`src/sv/rss_pkg.sv`:
```
package rss_pkg;

  localparam int unsigned RotorSize = 26;

  typedef logic [4:0] idx_t;
  typedef logic [2:0] wid_t;

  localparam idx_t       LAST_IDX  = idx_t'(RotorSize - 1);
  localparam logic [7:0] LETTER_A  = 8'd65;
  localparam logic [7:0] LETTER_Z  = 8'd90;
  localparam logic [2:0] SEL_FIRST = 3'd1;
  localparam logic [2:0] SEL_LAST  = 3'd5;

  typedef enum logic [1:0] {
    MODE_FWD  = 2'd0,
    MODE_BWD  = 2'd1,
    MODE_STEP = 2'd2,
    MODE_SET  = 2'd3
  } mode_t;

  // first character sits in the top byte
  localparam logic [8*RotorSize-1:0] WIRINGS [5] = '{
    "EKMFLGDQVZNTOWYHXUSPAIBRCJ",
    "AJDKSIRUXBLHWTMCQGZNPYFVOE",
    "BDFHJLCPRTXVZNYEIWGAKMUSQO",
    "ESOVPZJAYQUIRHXLNFTGKDCMWB",
    "VZBRGITYUPSDNHLXAWMJQOFECK"
  };

  typedef struct packed {
    logic capture;
    logic advance;
    logic srch_next;
    logic out_load;
  } dp_cmd_t;

  typedef struct packed {
    logic at_target;
    logic hit;
    logic idx_last;
  } dp_status_t;

  function automatic idx_t add_mod(idx_t a, idx_t b);
    logic [5:0] s;
    s = {1'b0, a} + {1'b0, b};
    if (s >= 6'(RotorSize)) s = s - 6'(RotorSize);
    return s[4:0];
  endfunction

  function automatic logic [7:0] wiring_entry(wid_t wid, idx_t k);
    logic [8*RotorSize-1:0] w;
    idx_t                   r;
    case (wid)
      3'd1:    w = WIRINGS[1];
      3'd2:    w = WIRINGS[2];
      3'd3:    w = WIRINGS[3];
      3'd4:    w = WIRINGS[4];
      default: w = WIRINGS[0];
    endcase
    r = LAST_IDX - k;
    return w[{r, 3'b000} +: 8];
  endfunction

endpackage

```
`src/sv/rss_ctrl.sv`:
```
module rss_ctrl (
  input  logic                clk,
  input  logic                rst_n,
  input  logic                in_tvalid,
  output logic                in_tready,
  input  logic [1:0]          in_mode,
  output logic                out_tvalid,
  input  logic                out_tready,
  output rss_pkg::dp_cmd_t    cmd,
  input  rss_pkg::dp_status_t sts
);
  import rss_pkg::*;

  typedef enum logic [4:0] {
    S_IDLE = 5'b00001,
    S_SRCH = 5'b00010,
    S_STEP = 5'b00100,
    S_SETP = 5'b01000,
    S_DONE = 5'b10000
  } state_t;

  state_t state_r, state_nxt;
  logic   out_valid_r, out_valid_nxt;
  logic   accept;

  assign in_tready  = (state_r == S_IDLE);
  assign out_tvalid = out_valid_r;
  assign accept     = in_tvalid && in_tready;

  always_comb begin
    state_nxt     = state_r;
    cmd           = '0;
    cmd.capture   = accept;
    out_valid_nxt = out_valid_r && !out_tready;
    unique case (state_r)
      S_IDLE: begin
        if (accept) begin
          unique case (mode_t'(in_mode))
            MODE_FWD:  state_nxt = S_DONE;
            MODE_BWD:  state_nxt = S_SRCH;
            MODE_STEP: state_nxt = S_STEP;
            MODE_SET:  state_nxt = S_SETP;
            default:   state_nxt = S_DONE;
          endcase
        end
      end
      S_SRCH: begin
        cmd.srch_next = 1'b1;
        if (sts.hit || sts.idx_last) state_nxt = S_DONE;
      end
      S_STEP: begin
        cmd.advance = 1'b1;
        state_nxt   = S_DONE;
      end
      S_SETP: begin
        if (sts.at_target) state_nxt = S_DONE;
        else cmd.advance = 1'b1;
      end
      S_DONE: begin
        if (!out_valid_r || out_tready) begin
          cmd.out_load  = 1'b1;
          out_valid_nxt = 1'b1;
          state_nxt     = S_IDLE;
        end
      end
      default: state_nxt = S_IDLE;
    endcase
  end

  always_ff @(posedge clk) begin
    if (!rst_n) begin
      state_r     <= S_IDLE;
      out_valid_r <= 1'b0;
    end else begin
      state_r     <= state_nxt;
      out_valid_r <= out_valid_nxt;
    end
  end

endmodule

```
`src/sv/rss_dp.sv`:
```
module rss_dp (
  input  logic                clk,
  input  logic                rst_n,
  input  logic                cfg_wr_en,
  input  logic [2:0]          cfg_wr_data,
  input  logic [1:0]          in_mode,
  input  logic [7:0]          in_letter,
  input  logic [4:0]          in_target,
  output logic [7:0]          out_letter,
  output logic                out_wrapped,
  output logic [4:0]          out_position,
  input  rss_pkg::dp_cmd_t    cmd,
  output rss_pkg::dp_status_t sts
);
  import rss_pkg::*;

  // rotation kept as an offset into the constant wiring
  wid_t       wid_r;
  idx_t       rot_r, pos_r, target_r, idx_r;
  mode_t      mode_r;
  logic [7:0] letter_r, res_r;
  logic       wrap_r;
  logic [7:0] out_letter_r;
  logic       out_wrap_r;
  idx_t       out_pos_r;

  logic       is_cap;
  idx_t       rd_idx;
  logic [7:0] entry;
  logic [7:0] letter_nxt;

  assign is_cap = (letter_r >= LETTER_A) && (letter_r <= LETTER_Z);
  assign rd_idx = (mode_r == MODE_BWD) ? idx_r : 5'(letter_r - LETTER_A);
  assign entry  = wiring_entry(wid_r, add_mod(rd_idx, rot_r));

  assign sts.at_target = (pos_r == target_r);
  assign sts.hit       = (entry == letter_r);
  assign sts.idx_last  = (idx_r == LAST_IDX);

  always_comb begin
    case (mode_r)
      MODE_FWD: letter_nxt = is_cap ? entry : letter_r;
      MODE_BWD: letter_nxt = res_r;
      default:  letter_nxt = 8'd0;
    endcase
  end

  always_ff @(posedge clk) begin
    if (!rst_n) begin
      wid_r <= '0;
      rot_r <= '0;
      pos_r <= '0;
    end else begin
      if (cfg_wr_en && cfg_wr_data >= SEL_FIRST && cfg_wr_data <= SEL_LAST) begin
        wid_r <= cfg_wr_data - SEL_FIRST;
        rot_r <= '0;
      end else if (cmd.advance) begin
        rot_r <= (rot_r == LAST_IDX) ? '0 : rot_r + 5'd1;
      end
      if (cmd.advance) pos_r <= (pos_r == LAST_IDX) ? '0 : pos_r + 5'd1;
    end
  end

  always_ff @(posedge clk) begin
    if (cmd.capture) begin
      mode_r   <= mode_t'(in_mode);
      letter_r <= in_letter;
      res_r    <= in_letter;
      target_r <= (in_target > LAST_IDX) ? LAST_IDX : in_target;
      idx_r    <= '0;
      wrap_r   <= 1'b0;
    end else begin
      if (cmd.advance && pos_r == LAST_IDX) wrap_r <= 1'b1;
      if (cmd.srch_next) begin
        if (sts.hit) res_r <= LETTER_A + {3'b000, idx_r};
        idx_r <= idx_r + 5'd1;
      end
    end
    if (cmd.out_load) begin
      out_letter_r <= letter_nxt;
      out_wrap_r   <= wrap_r;
      out_pos_r    <= pos_r;
    end
  end

  assign out_letter   = out_letter_r;
  assign out_wrapped  = out_wrap_r;
  assign out_position = out_pos_r;

endmodule

```
`src/sv/rotor_substitution_stepper.sv`:
```
// one cipher rotor with five selectable wirings: each input transaction
// either maps a byte forward through the rotor, searches the rotor
// backward for a byte (one table entry compared per cycle), steps the
// rotor once or steps it until a target position is reached (one step
// per cycle). the result sits in an output register, so the next
// transaction can be taken while it waits. exactly one result
// transaction is produced per input transaction.
// writing the selector (1 to 5) reloads the unrotated wiring and keeps the
// position; other selector values are ignored. configure only when idle.
module rotor_substitution_stepper (
  input  logic        clk,
  input  logic        rst_n,
  // configuration: rotor select, 1 to 5
  input  logic        cfg_wr_en,
  input  logic [2:0]  cfg_wr_data,
  // input stream
  input  logic        in_tvalid,
  output logic        in_tready,
  input  logic [15:0] in_tdata,   // [7:0] letter, [12:8] target_position, rest zero
  input  logic [1:0]  in_tuser,   // [1:0] mode
  // result stream
  output logic        out_tvalid,
  input  logic        out_tready,
  output logic [15:0] out_tdata   // [7:0] out_letter, [8] wrapped, [13:9] position
);
  import rss_pkg::*;

  dp_cmd_t    cmd;
  dp_status_t sts;
  logic [7:0] res_letter;
  logic       res_wrapped;
  logic [4:0] res_position;

  // sequencer: decodes the mode and walks the step and search loops
  rss_ctrl u_ctrl (
    .clk        (clk),
    .rst_n      (rst_n),
    .in_tvalid  (in_tvalid),
    .in_tready  (in_tready),
    .in_mode    (in_tuser),
    .out_tvalid (out_tvalid),
    .out_tready (out_tready),
    .cmd        (cmd),
    .sts        (sts)
  );

  // rotor offset, position counter, lookup and output register
  rss_dp u_dp (
    .clk          (clk),
    .rst_n        (rst_n),
    .cfg_wr_en    (cfg_wr_en),
    .cfg_wr_data  (cfg_wr_data),
    .in_mode      (in_tuser),
    .in_letter    (in_tdata[7:0]),
    .in_target    (in_tdata[12:8]),
    .out_letter   (res_letter),
    .out_wrapped  (res_wrapped),
    .out_position (res_position),
    .cmd          (cmd),
    .sts          (sts)
  );

  assign out_tdata = {2'b00, res_position, res_wrapped, res_letter};

endmodule

```
`config.mk`:
```
export PLATFORM = sky130hd
export DESIGN_NAME = rotor_substitution_stepper
export DESIGN_NICKNAME = d
export VERILOG_FILES = /design/src/sv/rss_pkg.sv /design/src/sv/rss_ctrl.sv /design/src/sv/rss_dp.sv /design/src/sv/rotor_substitution_stepper.sv
export SDC_FILE = /design/constraint.sdc
export NUM_CORES = 1
export LEC_CHECK = 0
export BUFFER_PORTS_ARGS = -buffer_cell sky130_fd_sc_hd__buf_2
export CAP_MARGIN = 25
export CORE_ASPECT_RATIO = 2
export CORE_MARGIN = 5
export CORE_UTILIZATION = 45
export CTS_BUF_LIST = sky130_fd_sc_hd__clkbuf_16
export DETAILED_ROUTE_END_ITERATION = 10
export PLACE_DENSITY = 0.65
export SLEW_MARGIN = 40
export SYNTH_ARGS = -nofsm -noshare
export SYNTH_HDL_FRONTEND = slang
export SYNTH_SLANG_ARGS = --single-unit
export TNS_END_PERCENT = 10
```
`constraint.sdc`:
```
create_clock -name clk -period 6.6 [get_ports clk]
set_input_delay 0.66 -clock clk [delete_from_list [all_inputs] [get_ports clk]]
set_output_delay 0.66 -clock clk [all_outputs]
set_load 0.1 [all_outputs]
```
# Word level (Yosys, flattened, before mapping)
# Cells that the tools add are included.
# word_totals
register_bits,62
in_bits,26
word_cells,93
# op_classes
n_addsub,9
n_lt_le_gt_ge,6
n_eq_ne,22
n_shift,1
mux,23
n_bitwise,1
reduce_logical,17
# ops
cell,count
one-hot mux 205 bit (4 select lines),1
indexed part select 208 x 9 -> 8 bit,1
two-way mux 5 bit,8
two-way mux 8 bit,4
one-hot mux 5 bit (5 select lines),1
== test 5 bit (second input constant),4
one-hot mux 5 bit (4 select lines),1
one-hot mux 8 bit (2 select lines),1
adder 5 x 1 -> 5 bit (second input constant),3
adder 7 x 5 -> 8 bit (first input constant),1
== test 8 bit,1
greater-or-equal comparator 8 x 7 -> 1 bit (second input constant),1
<= comparator 8 x 7 -> 1 bit (second input constant),1
adder 5 x 5 -> 6 bit,1
== test 3 x 2 -> 1 bit (second input constant),2
greater-or-equal comparator 6 x 5 -> 1 bit (second input constant),1
logical AND 1 bit,6
two-way mux 1 bit,6
== test 5 x 1 -> 1 bit (second input constant),1
== test 5 x 2 -> 1 bit (second input constant),1
== test 5 x 3 -> 1 bit (second input constant),1
== test 5 x 4 -> 1 bit (second input constant),1
== test 5 bit,1
> comparator 5 bit (second input constant),1
21 further kinds,29

# Depth between registers and ports, before layout
# depth
word_depth,11
depth_mapped,30
ltp_nobuf,27

# By module
# A second synthesis with hierarchy kept.
# unflattened
cells_unflattened,684
hier_area_um2,5461.5
# by_module_without_submodules
module,n_inst,cells_each,area_each_um2,seq_area_each_um2
rss_dp,1,630,5013.6,1491.4
rss_ctrl,1,50,421.7,120.1
rotor_substitution_stepper,1,4,26.3,0.0

# Worst setup path before layout
# Ideal clock, no wire load.
# synth_timing
path_kind,flip-flop to flip-flop
startpoint,register u_dp.mode_r[1]
endpoint,register u_dp.res_r[0] (enable)
setup_ns,0.374
arrival_time_ns,5.810
t_required_ns,6.226
slack_ns,0.416
path_stages_with_launch,30
n_path_buf,4
synth_period_minus_slack_ns,6.184
cell_sequence,edfxtp_1 -> clkbuf_1 -> nand2b_1 -> clkbuf_1 -> nor2_1 -> a21oi_1 -> ha_1 -> inv_1 -> fa_1 -> nand2b_1 -> a21oi_4 -> xnor2_2 -> o211ai_4 -> nand2_4 -> clkinv_2 -> buf_6 -> ha_1 -> inv_1 -> ha_1 -> clkbuf_1 -> nor2_1 -> a2111oi_0 -> o21ai_0 -> o311ai_0 -> a22o_1 -> a32o_1 -> xnor2_1 -> nand4_1 -> or4_4 -> o21ai_1
# synth_between
elab_chain_cells,10
# synth_rtl
item,line,rtl
from (decl),rss_dp.sv:20,mode_t mode_r;
from (signal assigned),rss_dp.sv:66,mode_r <= mode_t'(in_mode);
== test 2 x 1 -> 1 bit *,rss_dp.sv:33,assign rd_idx = (mode_r == MODE_BWD) ? idx_r : 5'(letter_r - LETTER_A);
two-way mux 5 bit *,rss_dp.sv:33,
adder 5 x 5 -> 6 bit *,rss_pkg.sv:45,"s = {1'b0, a} + {1'b0, b};"
subtractor 5 bit or greater-or-equal comparator 6 x 5 -> 1 bit (tied branches),rss_pkg.sv:46,if (s >= 6'(RotorSize)) s = s - 6'(RotorSize);
two-way mux 5 bit *,rss_pkg.sv:46,
subtractor 5 bit *,rss_pkg.sv:60,r = LAST_IDX - k;
indexed part select 208 x 9 -> 8 bit *,rss_pkg.sv:61,"return w[{r, 3'b000} +: 8];"
== test 8 bit *,rss_dp.sv:37,assign sts.hit = (entry == letter_r);
nonzero test 2 bit (no source line) *,n/a,
AND reduction 2 bit (no source line) *,n/a,
to (signal assigned),rss_dp.sv:68,res_r <= in_letter;
to (signal assigned),rss_dp.sv:75,"if (sts.hit) res_r <= LETTER_A + {3'b000, idx_r};"
to (decl),rss_dp.sv:21,"logic [7:0] letter_r, res_r;"
# Mark *: on every way between the ends. The rest lies on a longest branch, timed or not.
# A chain may end at the register's enable or synchronous reset.

# Worst setup path in the final report
# layout_timing
startpoint,register u_dp.letter_r[0]
endpoint,register u_dp.res_r[1] (enable)
# layout_between
elab_chain_cells,10
# layout_rtl
item,line,rtl
from (decl),rss_dp.sv:21,
from (signal assigned),rss_dp.sv:67,letter_r <= in_letter;
subtractor 5 x 1 -> 5 bit,rss_dp.sv:33,
two-way mux 5 bit,rss_dp.sv:33,
adder 5 x 5 -> 6 bit,rss_pkg.sv:45,
subtractor 5 bit or greater-or-equal comparator 6 x 5 -> 1 bit (tied branches),rss_pkg.sv:46,
two-way mux 5 bit,rss_pkg.sv:46,
subtractor 5 bit,rss_pkg.sv:60,
indexed part select 208 x 9 -> 8 bit,rss_pkg.sv:61,
== test 8 bit *,rss_dp.sv:37,
nonzero test 2 bit (no source line) *,n/a,
AND reduction 2 bit (no source line) *,n/a,
# Marks and branches as above.

==> metrics <==
crit path DAT=6140 ps; Post-synth EDFFs=37; gr usage total=24.2%; HP Start=u_dp.wrap_r$_SDFFE_PP0P_; row count=55; Worst Skew=5.41 ps; Ports=44; TritonCTS Buffers=9; number of antenna violations at the first check in global routing=0; clk root buf=clkbuf_16; slowest stage delay, CP=460 ps; sequential area share after synthesis=31.8%; Inserted Diodes=0; Area after DPL=5570 µm²; fin crit share=92.6%; fraction of registers with async set/reset=0%; Final Hold Viols=0; fin util=52.1%; worst reg-to-reg setup slack=490 ps; Area growth syn-to-layout=15.3%; CTS tree=built; top achievable clock speed=0.164 GHz; Static Leakage=2.22 nW; Hold Buf Count CTS=0; Pins Over Slew Limit=0; cell area after layout=5850 µm²; Synth Warn #=0; WP data required=6630 ps; ranking of synthesized cells by area=edfxtp_1, dfxtp_1, nor2_1; top cell family by delay on the critical path=compound AO/OA/AOI/OAI gates; fin cells=822; post-CTS sizing=0; Yosys top cell area share=21.9%; Fill cells=1074; run status=complete, no violations; Placed Cells=806; nets=721; Core ar.=11200 µm²; TNS Setup=0 ps; final setup fails=0; Worst Setup End Kind=flip-flop; critical path class=flip-flop to flip-flop; post-DP HPWL=12.3 mm; Yosys cell types=79; Pre-Repair DR Iteration Count=5; R2R cell count=27; share of layout cells above drive strength 1=17.2%; clock slew at reported path FFs=50 ps; RePlAce Congestion=1.06; Buffers on Ports=38; drc violations=0; setup repair after global routing missed its margin=false; H-tree levels=3; syn_area_per_cell=8.11 µm²; Reg-to-Reg Start=u_dp.letter_r[0]$_DFFE_PP_; drt total wl=16.3 mm; crit path buf inv count=4; DR WL/cell=19.8 µm; Initial Util=45.2%; hold endpoint=u_dp.out_wrapped$_DFFE_PP_; Max-cap violations=0; RR Endpoint=u_dp.res_r[1]$_DFFE_PP_; post-synthesis register bit count=62; first-pass GRT wire length=26.2 mm; Cell Area, Synth=5070 µm²; maximum vdd drop=308 µV; Clock Sinks=62; hold slack=436 ps; Slew headroom=41.9%; largest net degree at the start of global routing=31; HP Class=flip-flop to flip-flop; minimum clock period=6110 ps; Antenna Nets Post-Route=0; critical path startpoint category=flip-flop; Worst Path Max Fanout=8; pwr dens=546 nW/µm²; DR iter-0 viols=372; cell count after synthesis=625; Slew @ Worst Pin=869 ps; clock buffer depth=2; Worst Hold Depth=0; routed vias=5199; Congestion Overflow GR=0; Die H=160 µm; post-CTS setup buffer count=0; number of global-route vias before repair=5297; Skew-Pair Late Insertion Delay=320 ps; slowest cell on the critical path=edfxtp_1; Die Width=85.1 µm; dominant synthesized flop cell=edfxtp_1; vias per inst=6.32; top cell type by total area after synthesis=edfxtp_1; die area=13600 µm²
-- cell families after synthesis --
group | share of synthesized area, %
xor gates and xnor gates | 6.51
adders and majority gates | 5.08
buffers and inverters | 5.45
AOI/OAI and AO/OA | 26.9
other | 0.0739
and+or+nand+nor | 21.6
muxes | 2.64
DFF | 31.8
-- cell type report --
class	instances	area, µm²	share of cell area [%]
Sequential cell	62	1610	27.6
Timing Repair Buffer	78	503	8.60
Clock inverter	7	50.0	0.856
Multi-Input combinational cell	499	3190	54.5
Inverter	25	95.1	1.63
Clock buffer	9	225	3.85
Tap cell	142	178	3.04
-- power by group --
part | leakage, nW | switching (W) | total, W | internal (W)
logic | 1.54 | 0.00141 | 0.00225 | 0.000835
registers | 0.548 | 0.0000410 | 0.000529 | 0.000488
clock network | 0.129 | 0.000167 | 0.000421 | 0.000254
-- metal layers --
| metal | GRT usage [%] | vias up | part of all wire, % |
|---|---|---|---|
| li1 | - | 2408 | - |
| met1 | 23.6 | 2476 | 34 |
| met5 | 0 | - | 0 |
| met2 | 44.6 | 233 | 54 |
| met4 | 18.2 | 0 | 7.0 |
| met3 | 3.05 | 82 | 5.3 |
-- cell usage in the layout (no fill, tap or decap), types with 5 or more instances in the layout --
cell type	Yosys	routed
o31ai_1	5	5
nand4_1	10	10
buf_2	4	38
a21oi_1	43	43
a211oi_1	13	13
and2_1	6	6
nand2b_1	10	10
mux2i_1	10	10
o22ai_1	5	5
clkbuf_16	0	9
edfxtp_1	37	37
ha_1	19	19
nand3_1	17	17
buf_4	3	39
o221ai_1	7	7
o21ai_0	34	34
a31oi_1	16	16
nor2_1	86	86
nand2_1	61	61
inv_1	22	21
nor3_1	18	18
o21ai_1	6	6
xor2_1	17	17
xnor2_1	17	17
o211ai_1	8	8
dfxtp_1	25	25
-- worst max-delay path by stage --
stage,slack (ps),end,cells past startpoint,from
finish,490,u_dp.res_r[1]$_DFFE_PP_,27,u_dp.letter_r[0]$_DFFE_PP_
global route,160,u_dp.res_r[4]$_DFFE_PP_,25,u_dp.letter_r[0]$_DFFE_PP_
CTS,540,u_dp.res_r[1]$_DFFE_PP_,25,u_dp.letter_r[0]$_DFFE_PP_
detailed placement,590,u_dp.res_r[7]$_SDFFCE_PN0P_,25,u_dp.letter_r[0]$_DFFE_PP_
global placement,650,u_dp.res_r[7]$_SDFFCE_PN0P_,25,u_dp.letter_r[0]$_DFFE_PP_
floorplan,420,u_dp.res_r[0]$_DFFE_PP_,29,u_dp.mode_r[1]$_DFFE_PP_
-- cells in the mapped netlist, types with 5 or more instances --
cell type	number
nor2_1	86
nand2_1	61
a21oi_1	43
edfxtp_1	37
o21ai_0	34
clkbuf_1	25
dfxtp_1	25
inv_1	22
ha_1	19
nor3_1	18
nand3_1	17
xnor2_1	17
xor2_1	17
a31oi_1	16
a211oi_1	13
mux2i_1	10
nand2b_1	10
nand4_1	10
o211ai_1	8
o221ai_1	7
and2_1	6
buf_1	6
o21ai_1	6
o22ai_1	5
o31ai_1	5
-- sequential cells by signal, indices dropped and copies added, names as in the netlist --
register,cells
u_ctrl.out_tvalid,1
u_ctrl.state_r,5
u_dp.idx_r,5
u_dp.letter_r,8
u_dp.mode_r,2
u_dp.out_letter,8
u_dp.out_position,5
u_dp.out_wrapped,1
u_dp.pos_r,5
u_dp.res_r,8
u_dp.rot_r,5
u_dp.target_r,5
u_dp.wid_r,3
u_dp.wrap_r,1
-- stage by stage --
step | total power [W] | setup slack [ps]
floorplan | 0.00199 | 416
global placement | 0.00269 | 651
detailed placement | 0.00272 | 588
CTS | 0.00315 | 536
global route | 0.00338 | 156
finish | 0.00320 | 486
(Power assumes the default switching activity.)
